`src/sv/mip_box_downsample_unit_defines.svh`:
```
// ----------------------------------------------------------------------------
// mip_box_downsample_unit_defines
// Assertion macros used by the box downsample RTL.
// ----------------------------------------------------------------------------
`ifndef MIP_BOX_DOWNSAMPLE_UNIT_DEFINES_SVH
`define MIP_BOX_DOWNSAMPLE_UNIT_DEFINES_SVH

// same-cycle implication, clocked on clk_i, off during reset
`define MBD_ASSERT_NOW(name, ante, cons, msg) \
  name: assert property (@(posedge clk_i) disable iff (!rst_ni) (ante) |-> (cons)) \
    else $error(msg);

// next-cycle implication, clocked on clk_i, off during reset
`define MBD_ASSERT_NEXT(name, ante, cons, msg) \
  name: assert property (@(posedge clk_i) disable iff (!rst_ni) (ante) |=> (cons)) \
    else $error(msg);

`endif

```
`src/sv/mbd_pkg.sv`:
```
// ----------------------------------------------------------------------------
// mbd_pkg
// Types and constants of the box filter mip level downsampler.
// ----------------------------------------------------------------------------
package mbd_pkg;

  // limits of the source image and block size
  localparam int MaxWidth      = 2048;
  localparam int HeightLimit   = 2048;
  localparam int MaxLevelShift = 11;

  // field and counter widths
  localparam int ChanW  = 8;
  localparam int DimW   = 12;
  localparam int ShiftW = 4;
  localparam int ColW   = $clog2(MaxWidth);
  localparam int RowW   = $clog2(HeightLimit);
  localparam int SumW   = 2 * MaxLevelShift + ChanW;

  // register port
  localparam int AddrW = 4;
  localparam int DataW = 32;

  localparam logic [ChanW-1:0] OpaqueAlpha = 8'd255;

  // register index, taken from paddr[3:2]
  typedef enum logic [1:0] {
    RegWidth  = 2'd0,
    RegHeight = 2'd1,
    RegShift  = 2'd2,
    RegOpaque = 2'd3
  } reg_idx_e;

  // effective configuration after bounding
  typedef struct packed {
    logic [DimW-1:0]   width;
    logic [DimW-1:0]   height;
    logic [ShiftW-1:0] shift;
    logic              opaque;
  } cfg_t;

  typedef struct packed {
    logic [ChanW-1:0] in_red;
    logic [ChanW-1:0] in_green;
    logic [ChanW-1:0] in_blue;
    logic [ChanW-1:0] in_alpha;
  } in_pix_t;

  typedef struct packed {
    logic [ChanW-1:0] out_red;
    logic [ChanW-1:0] out_green;
    logic [ChanW-1:0] out_blue;
    logic [ChanW-1:0] out_alpha;
    logic             level_done;
  } out_pix_t;

  // one accumulator entry: partial block sums of all channels
  typedef struct packed {
    logic [SumW-1:0] red;
    logic [SumW-1:0] green;
    logic [SumW-1:0] blue;
    logic [SumW-1:0] alpha;
  } sum_t;

  // where the current source pixel falls in the block grid
  typedef struct packed {
    logic [ColW-1:0] addr;
    logic            in_block;
    logic            first;
    logic            last;
    logic            done;
  } pos_t;

endpackage

```
`src/sv/mbd_cfg_regs.sv`:
```
// ----------------------------------------------------------------------------
// mbd_cfg_regs
// Register file behind the APB-style port, with bounded effective values.
// ----------------------------------------------------------------------------
module mbd_cfg_regs (
  input  logic                      clk_i,
  input  logic                      rst_ni,
  input  logic                      psel,
  input  logic                      penable,
  input  logic                      pwrite,
  input  logic [mbd_pkg::AddrW-1:0] paddr,
  input  logic [mbd_pkg::DataW-1:0] pwdata,
  output logic [mbd_pkg::DataW-1:0] prdata,
  output logic                      pready,
  output mbd_pkg::cfg_t             cfg_o
);
  import mbd_pkg::*;

  logic [DimW-1:0]   width_q;
  logic [DimW-1:0]   height_q;
  logic [ShiftW-1:0] shift_q;
  logic              opaque_q;
  logic              wr_en;
  reg_idx_e          idx;

  assign pready = 1'b1;
  assign idx    = reg_idx_e'(paddr[3:2]);
  assign wr_en  = psel && penable && pwrite;

  // register writes
  always_ff @(posedge clk_i or negedge rst_ni) begin
    if (!rst_ni) begin
      width_q  <= DimW'(256);
      height_q <= DimW'(256);
      shift_q  <= ShiftW'(1);
      opaque_q <= 1'b0;
    end else if (wr_en) begin
      unique case (idx)
        RegWidth:  width_q  <= pwdata[DimW-1:0];
        RegHeight: height_q <= pwdata[DimW-1:0];
        RegShift:  shift_q  <= pwdata[ShiftW-1:0];
        RegOpaque: opaque_q <= pwdata[0];
        default:   ;
      endcase
    end
  end

  // read mux
  always_comb begin
    unique case (idx)
      RegWidth:  prdata = DataW'(width_q);
      RegHeight: prdata = DataW'(height_q);
      RegShift:  prdata = DataW'(shift_q);
      RegOpaque: prdata = DataW'(opaque_q);
      default:   prdata = '0;
    endcase
  end

  // zero width or height acts as one, oversized values act as the limit
  always_comb begin
    if (width_q == '0) begin
      cfg_o.width = DimW'(1);
    end else if (width_q > DimW'(MaxWidth)) begin
      cfg_o.width = DimW'(MaxWidth);
    end else begin
      cfg_o.width = width_q;
    end
    if (height_q == '0) begin
      cfg_o.height = DimW'(1);
    end else if (height_q > DimW'(HeightLimit)) begin
      cfg_o.height = DimW'(HeightLimit);
    end else begin
      cfg_o.height = height_q;
    end
    cfg_o.shift  = (shift_q > ShiftW'(MaxLevelShift)) ? ShiftW'(MaxLevelShift) : shift_q;
    cfg_o.opaque = opaque_q;
  end

endmodule

```
`config.mk`:
```
export PLATFORM = sky130hd
export DESIGN_NAME = mbd_cfg_regs
export DESIGN_NICKNAME = d
export VERILOG_FILES = /design/src/sv/mip_box_downsample_unit_defines.svh /design/src/sv/mbd_pkg.sv /design/src/sv/mbd_cfg_regs.sv
export SDC_FILE = /design/constraint.sdc
export NUM_CORES = 1
export LEC_CHECK = 0
export ABC_AREA = 1
export ABC_CLOCK_PERIOD_IN_PS = 1950
export BUFFER_PORTS_ARGS = -buffer_cell sky130_fd_sc_hd__buf_2
export CORE_ASPECT_RATIO = 2
export CORE_MARGIN = 5
export CORE_UTILIZATION = 35
export CTS_CLUSTER_SIZE = 24
export DETAILED_ROUTE_END_ITERATION = 16
export PLACE_DENSITY = 0.66
export SLEW_MARGIN = 20
export SYNTH_ARGS = -nofsm -noshare
export SYNTH_HDL_FRONTEND = slang
export SYNTH_SLANG_ARGS = --single-unit
export TNS_END_PERCENT = 100
```
`constraint.sdc`:
```
create_clock -name clk_i -period 1.95 [get_ports clk_i]
set_input_delay 0.2925 -clock clk_i [delete_from_list [all_inputs] [get_ports clk_i]]
set_output_delay 0.2925 -clock clk_i [all_outputs]
set_load 0.01 [all_outputs]
```
==> flow_summary_export.csv <==
group,metric,value,unit
outcome,status,"finished clean",
pwr,swShare,38.2,%
pwr,seqPwrFrac,40.9,%
synth,synth_top_area_share,35.2,%
min_path,min_path_type,"primary input to asynchronous set/reset pin",
timing,tns,0,ns
cells_and_area,antenna_cells,0,
synth,ys_types,24,
route,top_layer,"met4",
clocking,cts_tree,"built",
grt,grt_pass1_vias,1714,
placed_design,place_area,2090,sq um
synth,synth_area_leader_cell,"dfrtp_1",
synth,synth_ff_type,"dfrtp_1",
floorplanning,die_h,113,um
synth,synth.ff_latch_count,29,
timing,hold_viol_final,0,
synth,yosysMostFrequentCell,"nand2_1",
route,wl_met3,343,um
clocking,path_clk_slew,0.06,ns
clocking,clockBufferDepth,2,
pwr,powerDensity,960,nW/um^2
floorplanning,row_count,37,
grt,grt_pass1_wl,7800,um
timing,maxSlewHeadroom,56.6,%
grt,track_usage,14.8,%
timing,rsz0062_at_grt,"no",
run,drv_cap,0,
cells_and_area,finish.instance_area,2180,sq um
synth,synth_area,1850,sq um
pwr,clockPowerShare,22.3,%
placed_design,routabilityCongestion,0.787,
pwr,p_leak,0.00127,uW
timing,fmax,567,MHz
synth,yosys_warnings,0,
placed_design,dp_hpwl,3770,um
cells_and_area,nets,351,
floorplanning,initial_utilization,35.9,%
route,drc_errors,0,
route,wl_met1,1710,um
timing,period_share,90.4,%
pwr,combinationalPowerShare,36.9,%
synth,synth_edf_count,0,
route,drtIter0Drc,51,
route,routed_wl,4760,um
clocking,clk_latency,0.27,ns
setup_path,cp-end-kind,"output port",
grt,grt-ovfl-total,0,
floorplanning,die_w,61.4,um
pwr,peakVddDrop,0.000502,V
floorplanning,core,5140,sq um
synth,synthArstFlopShare,100,%
synth,synthTopCellsByArea,"dfrtp_1 35%, nand2_1 11%, buf_4 8.9%",
timing,min_period,1.76,ns
synth,synthTopCellsByCount,"54 x nand2_1, 43 x inv_1, 28 x nor2_1",
timing,maxSlewViolCount,0,
route,viasPerCell,4.55,
synth,yosysSeqAreaShare,39.5,%
synth,syn-instance-count,253,
floorplanning,die_area,6920,sq um
setup_path,r2r-start,"height_q[11]",
clocking,cts.sinks,29,
route,avgRoutedWirePerCell,12.9,um
timing,setup_violations,0,
setup_path,worstSetupPathType,"register to output port",
route,firstDrtPassIters,4,
grt,antenna_found_initial,0,
route,vias,1680,
timing,clock_skew,0,ns
setup_path,critPathLaunch,"width_q[2]",
pwr,p_switching,799,uW
clocking,numCtsBuffers,5,
setup_path,critical_path.max_fanout,7,
setup_path,required,1.66,ns
placed_design,portBuffers,59,
clocking,clock-root-buffer,"clkbuf_8",
route,ant_nets,0,
pwr,intPower,1290,uW
clocking,htreeDepth,2,
timing,setup_slack,0.187,ns
route,wl_met2,2560,um
setup_path,startpoint_type,"register",
placed_design,dpl_worst_slack,0.255,ns
synth,syn_avg_cell_area,7.30,sq um
floorplanning,ios,103,
cells_and_area,drive_gt1_share,29.6,%
setup_path,cp.arrival,1.47,ns
grt,grt_start_max_net_pins,30,
cells_and_area,syn_to_final_growth,18.1,%
timing,worst_pin_slew,0.651,ns
[sequential cells by signal, summed over array words and instances (netlist names)]
signal    cells
opaque_q      1
width_q      12
height_q     12
shift_q       4
[worst max-delay path: stages, from the launching register on]
cell and delay, ns:
dfrtp_1 0.42, nor2_1 0.11, nand2_1 0.08, nor2_1 0.11
nand2_2 0.13, a21boi_1 0.19, buf_2 0.16
[worst paths after layout]
check,endpoint,slack (ns),cells after the start
max,cfg_o[19],0.19,6
min,height_q[9],0.04,1
max reg2reg,height_q[11],1.00,3
min reg2reg,width_q[9],0.49,2
max in group asynchronous,opaque_q,1.48,1
min in group clk_i,height_q[8],0.25,3
[cells in the final DEF, fill, tap and decap left out, types with 3 or more instances in the layout]
cell	netlist	final
o21ai_2	12	12
nand2_2	3	5
o21ai_0	19	19
o22ai_1	8	8
inv_1	43	43
dfrtp_1	26	26
clkbuf_1	5	3
buf_2	2	59
buf_4	22	3
clkbuf_8	0	5
a21oi_1	9	9
dfstp_2	3	3
nor2_1	28	28
nand2_1	54	52
conb_1	2	21
nand3_1	3	3
[kinds of logic after synthesis]
kind of cell	count (synthesis)	synth area share, %
flops	29	39.5
buf+inv	76	20.9
simple gates	91	20.3
compound gates	55	18.9
other cells	2	0.407
[final cells by class]
class,instances,area (sq um)
Fill cell,556,2960
Multi-Input combinational cell,167,812
Sequential cell,29,729
Timing Repair Buffer,62,318
Inverter,45,169
Clock buffer,8,80.1
Tap cell,58,72.6
[per-layer routing]
layer  up-vias  GRT usage [%]
li1        854              -
met1       750           16.0
met2        64           26.7
met3        12           1.83
met4         0           7.22
met5         -              0
[metrics by stage]
step | hold WS [ns] | total power [uW] | util [%] | instances
4_1_cts | 0.0600 | 2110 | 42.3 | 369
2_1_floorplan | -0.00309 | 1370 | - | 272
3_5_place_dp | 0.359 | 1640 | 40.7 | 361
6_report | 0.0402 | 2090 | 42.4 | 369
5_1_grt | 0.106 | 2270 | 42.4 | 369
3_3_place_gp | 0.351 | 1630 | 40.7 | 361
[power by group through the flow]
stage               Sequential [uW]  Clock, uW  Combinational, uW
floorplan                       820          0                546
global placement                861          0                767
detailed placement              864          0                778
CTS                             854        480                780
global route                    874        507                885
finish                          856        466                772
[timing repair]
| action | in CTS | in global routing |
|---|---|---|
| endpoints found under the setup margin | 0 | 3 |
| hold buffers | 0 | 0 |
| gates resized for setup | 0 | 5 |
| setup buffers | 0 | 0 |
Note: power is estimated with default switching activity, not from simulation.
