File: config.mk
export PLATFORM = sky130hd
export DESIGN_NAME = mbd_pos_track
export DESIGN_NICKNAME = d
export VERILOG_FILES = /design/src/sv/mip_box_downsample_unit_defines.svh /design/src/sv/mbd_pkg.sv /design/src/sv/mbd_pos_track.sv
export SDC_FILE = /design/constraint.sdc
export NUM_CORES = 1
export LEC_CHECK = 0
export BUFFER_PORTS_ARGS = -buffer_cell sky130_fd_sc_hd__buf_2
export CORE_ASPECT_RATIO = 0.6
export CORE_MARGIN = 5
export CORE_UTILIZATION = 45
export DETAILED_ROUTE_END_ITERATION = 6
export MAX_ROUTING_LAYER = met4
export PLACE_DENSITY = 0.69
export SLEW_MARGIN = 40
export SYNTH_ARGS = -nofsm -noshare
export SYNTH_HDL_FRONTEND = slang
export SYNTH_SLANG_ARGS = --single-unit
File: constraint.sdc
create_clock -name clk_i -period 5.65 [get_ports clk_i]
set_clock_uncertainty 0.1 [all_clocks]
set_input_delay 0.8475 -clock clk_i [delete_from_list [all_inputs] [get_ports clk_i]]
set_output_delay 0.8475 -clock clk_i [all_outputs]
set_load 0.05 [all_outputs]
File: src/sv/mip_box_downsample_unit_defines.svh
// ----------------------------------------------------------------------------
// mip_box_downsample_unit_defines
// Assertion macros used by the box downsample RTL.
// ----------------------------------------------------------------------------
`ifndef MIP_BOX_DOWNSAMPLE_UNIT_DEFINES_SVH
`define MIP_BOX_DOWNSAMPLE_UNIT_DEFINES_SVH

// same-cycle implication, clocked on clk_i, off during reset
`define MBD_ASSERT_NOW(name, ante, cons, msg) \
  name: assert property (@(posedge clk_i) disable iff (!rst_ni) (ante) |-> (cons)) \
    else $error(msg);

// next-cycle implication, clocked on clk_i, off during reset
`define MBD_ASSERT_NEXT(name, ante, cons, msg) \
  name: assert property (@(posedge clk_i) disable iff (!rst_ni) (ante) |=> (cons)) \
    else $error(msg);

`endif

File: src/sv/mbd_pkg.sv
// ----------------------------------------------------------------------------
// mbd_pkg
// Types and constants of the box filter mip level downsampler.
// ----------------------------------------------------------------------------
package mbd_pkg;

  // limits of the source image and block size
  localparam int MaxWidth      = 2048;
  localparam int HeightLimit   = 2048;
  localparam int MaxLevelShift = 11;

  // field and counter widths
  localparam int ChanW  = 8;
  localparam int DimW   = 12;
  localparam int ShiftW = 4;
  localparam int ColW   = $clog2(MaxWidth);
  localparam int RowW   = $clog2(HeightLimit);
  localparam int SumW   = 2 * MaxLevelShift + ChanW;

  // register port
  localparam int AddrW = 4;
  localparam int DataW = 32;

  localparam logic [ChanW-1:0] OpaqueAlpha = 8'd255;

  // register index, taken from paddr[3:2]
  typedef enum logic [1:0] {
    RegWidth  = 2'd0,
    RegHeight = 2'd1,
    RegShift  = 2'd2,
    RegOpaque = 2'd3
  } reg_idx_e;

  // effective configuration after bounding
  typedef struct packed {
    logic [DimW-1:0]   width;
    logic [DimW-1:0]   height;
    logic [ShiftW-1:0] shift;
    logic              opaque;
  } cfg_t;

  typedef struct packed {
    logic [ChanW-1:0] in_red;
    logic [ChanW-1:0] in_green;
    logic [ChanW-1:0] in_blue;
    logic [ChanW-1:0] in_alpha;
  } in_pix_t;

  typedef struct packed {
    logic [ChanW-1:0] out_red;
    logic [ChanW-1:0] out_green;
    logic [ChanW-1:0] out_blue;
    logic [ChanW-1:0] out_alpha;
    logic             level_done;
  } out_pix_t;

  // one accumulator entry: partial block sums of all channels
  typedef struct packed {
    logic [SumW-1:0] red;
    logic [SumW-1:0] green;
    logic [SumW-1:0] blue;
    logic [SumW-1:0] alpha;
  } sum_t;

  // where the current source pixel falls in the block grid
  typedef struct packed {
    logic [ColW-1:0] addr;
    logic            in_block;
    logic            first;
    logic            last;
    logic            done;
  } pos_t;

endpackage

File: src/sv/mbd_pos_track.sv
// ----------------------------------------------------------------------------
// mbd_pos_track
// Raster position counters and block grid decode of the incoming pixel.
// ----------------------------------------------------------------------------
module mbd_pos_track (
  input  logic          clk_i,
  input  logic          rst_ni,
  input  mbd_pkg::cfg_t cfg_i,
  input  logic          advance_i,
  output mbd_pkg::pos_t pos_o
);
  import mbd_pkg::*;

  logic [ColW-1:0] col_q, col_d;
  logic [RowW-1:0] row_q, row_d;
  logic [ColW-1:0] col_mask;
  logic [RowW-1:0] row_mask;
  logic [ColW-1:0] bx;
  logic [RowW-1:0] by;
  logic [DimW-1:0] ow;
  logic [DimW-1:0] oh;
  logic [DimW-1:0] col_nxt;
  logic [DimW-1:0] row_nxt;
  logic            in_block;

  // block grid of the current pixel
  assign col_mask = ~({ColW{1'b1}} << cfg_i.shift);
  assign row_mask = ~({RowW{1'b1}} << cfg_i.shift);
  assign bx       = col_q >> cfg_i.shift;
  assign by       = row_q >> cfg_i.shift;
  assign ow       = cfg_i.width >> cfg_i.shift;
  assign oh       = cfg_i.height >> cfg_i.shift;

  assign in_block = (DimW'(col_q) < cfg_i.width) && (DimW'(row_q) < cfg_i.height)
                 && (DimW'(bx) < ow) && (DimW'(by) < oh);

  assign pos_o.addr     = bx;
  assign pos_o.in_block = in_block;
  assign pos_o.first    = ((col_q & col_mask) == '0) && ((row_q & row_mask) == '0);
  assign pos_o.last     = in_block && ((col_q & col_mask) == col_mask)
                       && ((row_q & row_mask) == row_mask);
  assign pos_o.done     = (DimW'(bx) == ow - DimW'(1)) && (DimW'(by) == oh - DimW'(1));

  // raster advance with wrap at the image bounds
  assign col_nxt = DimW'(col_q) + DimW'(1);
  assign row_nxt = DimW'(row_q) + DimW'(1);

  always_comb begin
    col_d = col_q;
    row_d = row_q;
    if (advance_i) begin
      if (col_nxt >= cfg_i.width) begin
        col_d = '0;
        row_d = (row_nxt >= cfg_i.height) ? '0 : row_nxt[RowW-1:0];
      end else begin
        col_d = col_nxt[ColW-1:0];
      end
    end
  end

  always_ff @(posedge clk_i or negedge rst_ni) begin
    if (!rst_ni) begin
      col_q <= '0;
      row_q <= '0;
    end else begin
      col_q <= col_d;
      row_q <= row_d;
    end
  end

endmodule

==> flow_summary.json <==
{
  "final.min_clock_period_ns": 5.49,
  "cts_tree": "built",
  "drc": 0,
  "start_util": 0.462,
  "dpl_cell_area_sq_mm": 0.00636,
  "grt_pass1_wl_um": 30000,
  "nFillCells": 1174,
  "hold_viol_final": 0,
  "dp_cells": 964,
  "die_x_um": 154,
  "final_cell_mix": "nand2_1, buf_4, ha_1, nor2_1, inv_1",
  "dr.pass1.iters": 5,
  "p_leak_nw": 3.06,
  "status": "finished clean",
  "yosys.area.top_type": "ha_1",
  "post_drt_via_cell_ratio": 6.09,
  "finalCritPeriodShare": 0.972,
  "synth_cell_types": 80,
  "crit_fanout": 15,
  "drt_iter0_drc": 487,
  "ctsRootBufferMaster": "clkbuf_16",
  "numCtsBuffers": 3,
  "end_kind": "output port",
  "ys.flop_type": "dfrtp_1",
  "post_drt_wl_per_cell_um": 19.4,
  "layout_commonest_cell": "nand2_1",
  "async_flop_share": 1.00,
  "p_per_area_mw_per_mm2": 155,
  "die_y_um": 96.5,
  "worst_pin_slew_ns": 0.707,
  "finalMaxSlewViolations": 0,
  "setup_violations": 0,
  "grt_usage": 0.258,
  "synth_area_sq_mm": 0.00561,
  "area.growth.synth_to_final_pct": 15.6,
  "crit_type": "input pin to output port",
  "grt_antenna_before_repair": 0,
  "io-pin-count": 47,
  "ys_warn_count": 0,
  "slowest_stage": "mux4_2",
  "core.rowCount": 31,
  "grt_max_degree": 26,
  "grt_pass1_vias": 5716,
  "nets": 908,
  "cpMostUsedCell": "o21a_1",
  "syn_inst": 733,
  "die_area_sq_mm": 0.0149,
  "synth.top_cell.area_share": 0.158,
  "post-route-util": 0.534,
  "drive_above_1_share": 0.225,
  "ys_ff_latch": 22,
  "via_count": 5898,
  "ant_nets": 0,
  "hpwlAfterDp_um": 15400,
  "design_area_sq_mm": 0.00649,
  "tns_ns": 0,
  "h-tree-depth": 1,
  "avgSynthCellArea_sq_um": 7.66,
  "r2r-end": "row_q[0]$_DFFE_PN0P_",
  "reg2regPathDepth": 12,
  "n_antenna_cell": 0,
  "finalNonFillerCells": 968,
  "cts_buffer_depth": 2,
  "cts_sinks": 22,
  "finalWirelength_um": 18800,
  "cap_violations": 0,
  "min_path_type": "input pin to async pin",
  "io_buffers": 45,
  "crit_required_ns": 4.70,
  "overflow": 0,
  "clkLatencyLatePin_ns": 0.27,
  "place_congestion": 0.967,
  "timing.rr.start": "col_q[2]$_DFFE_PN0P_",
  "start_kind": "input pin",
  "max_clock_freq_ghz": 0.182,
  "synth_edf_count": 0,
  "power_mw": 1.01,
  "worstPathArrival_ns": 4.55,
  "core_area_sq_mm": 0.0121,
  "synth_seq_area_share": 0.0981,
  "r2r_setup_slack_ns": 2.03,
  "ir_drop_v": 0.000100,
  "hold_buffers": 0,
  "slew_headroom": 0.526,
  "path_clk_slew_ns": 0.06,
  "synth.area.top_cells": "ha_1, dfrtp_1, mux2i_1, nand2_1, xnor2_1",
  "slowest_delay_ns": 0.55,
  "path_cells": "buf_6, buf_4, mux4_2, a222oi_1, o21ai_2, ha_1, nor2b_1, o21a_1, o21a_1, o21a_1, o21ai_0, a21oi_1, o21ai_0, a211oi_1, nor4b_2, buf_4, nor3b_4, clkbuf_4",
  "syn_nets": 836
}
layer usage:
metal  vias up  share of wire  GRT usage
met5         -              0          -
met4         0         0.0096     0.0448
met3        22          0.089     0.0423
met2       260           0.40      0.377
met1      2798           0.50      0.379
li1       2818              -          -
worst max-delay path, delay by kind of cell:
| family | cells | cell delay [ns] |
|---|---|---|
| buffers and inverters | 4 | 0.77 |
| and+or+nand+nor | 3 | 0.37 |
| AOI/OAI and AO/OA | 9 | 1.77 |
| adders and majority gates | 1 | 0.22 |
| muxes | 1 | 0.55 |
repair_timing:
action,CTS,global route
resized for setup,1,10
buffers inserted,0,1
setup endpoints to repair,3,3
pin swaps,0,2
registers in the layout, indices dropped and copies added, names as in the netlist:
name / flops
row_q: 11
col_q: 11
area by class of cell:
| class | instances | area (sq um) | area share |
|---|---|---|---|
| Multi-Input combinational cell | 609 | 4640 | 0.716 |
| Timing Repair Buffer | 120 | 828 | 0.128 |
| Sequential cell | 22 | 551 | 0.0849 |
| Tap cell | 165 | 206 | 0.0318 |
| Inverter | 49 | 184 | 0.0284 |
| Clock buffer | 3 | 75.1 | 0.0116 |
report_power, final:
| part | internal, mW | switching (mW) | leakage (nW) |
|---|---|---|---|
| clock | 0.0938 | 0.0602 | 0.0370 |
| combinational | 0.275 | 0.360 | 2.73 |
| sequential | 0.175 | 0.0446 | 0.299 |
synthesized netlist by cell type (11+ instances only):
cell type and count:
nand4_1 11, nand2_1 73, dfrtp_1 22, o22ai_1 13, ha_1 71, nand3_1 28
a21oi_1 28, xnor2_1 25, nor2_1 51, o21a_1 18, nand2b_1 18, o21ai_0 39
nor2b_1 19, mux2_2 19, inv_1 48, xor2_1 17, clkbuf_1 29, mux2i_1 37
through the flow:
step,setup slack (ns),hold slack (ns)
2_1_floorplan,0.0418,0.452
3_3_place_gp,-0.0419,0.578
3_5_place_dp,-0.112,0.597
4_1_cts,0.0359,0.475
5_1_grt,-0.0195,0.506
6_report,0.156,0.473
how the worst max path moves through the flow:
stage	from	cells past startpoint	slack, ns	endpoint
2_1_floorplan	cfg_i[1]	17	0.04	pos_o[1]
3_3_place_gp	cfg_i[1]	18	-0.04	pos_o[1]
3_5_place_dp	cfg_i[1]	18	-0.11	pos_o[1]
4_1_cts	cfg_i[1]	18	0.04	pos_o[1]
5_1_grt	cfg_i[3]	17	-0.02	pos_o[1]
6_report	cfg_i[1]	18	0.16	pos_o[1]
kinds of logic after synthesis:
| family | Yosys count | share of synthesized area |
|---|---|---|
| AO/OA/AOI/OAI | 182 | 0.227 |
| XOR/XNOR | 42 | 0.0655 |
| adder cells (fa/ha/maj) | 73 | 0.162 |
| buffers and inverters | 102 | 0.0829 |
| flip-flops | 22 | 0.0981 |
| multiplexers | 68 | 0.147 |
| AND/OR/NAND/NOR | 244 | 0.217 |
Power figures use the tool's default switching activity.
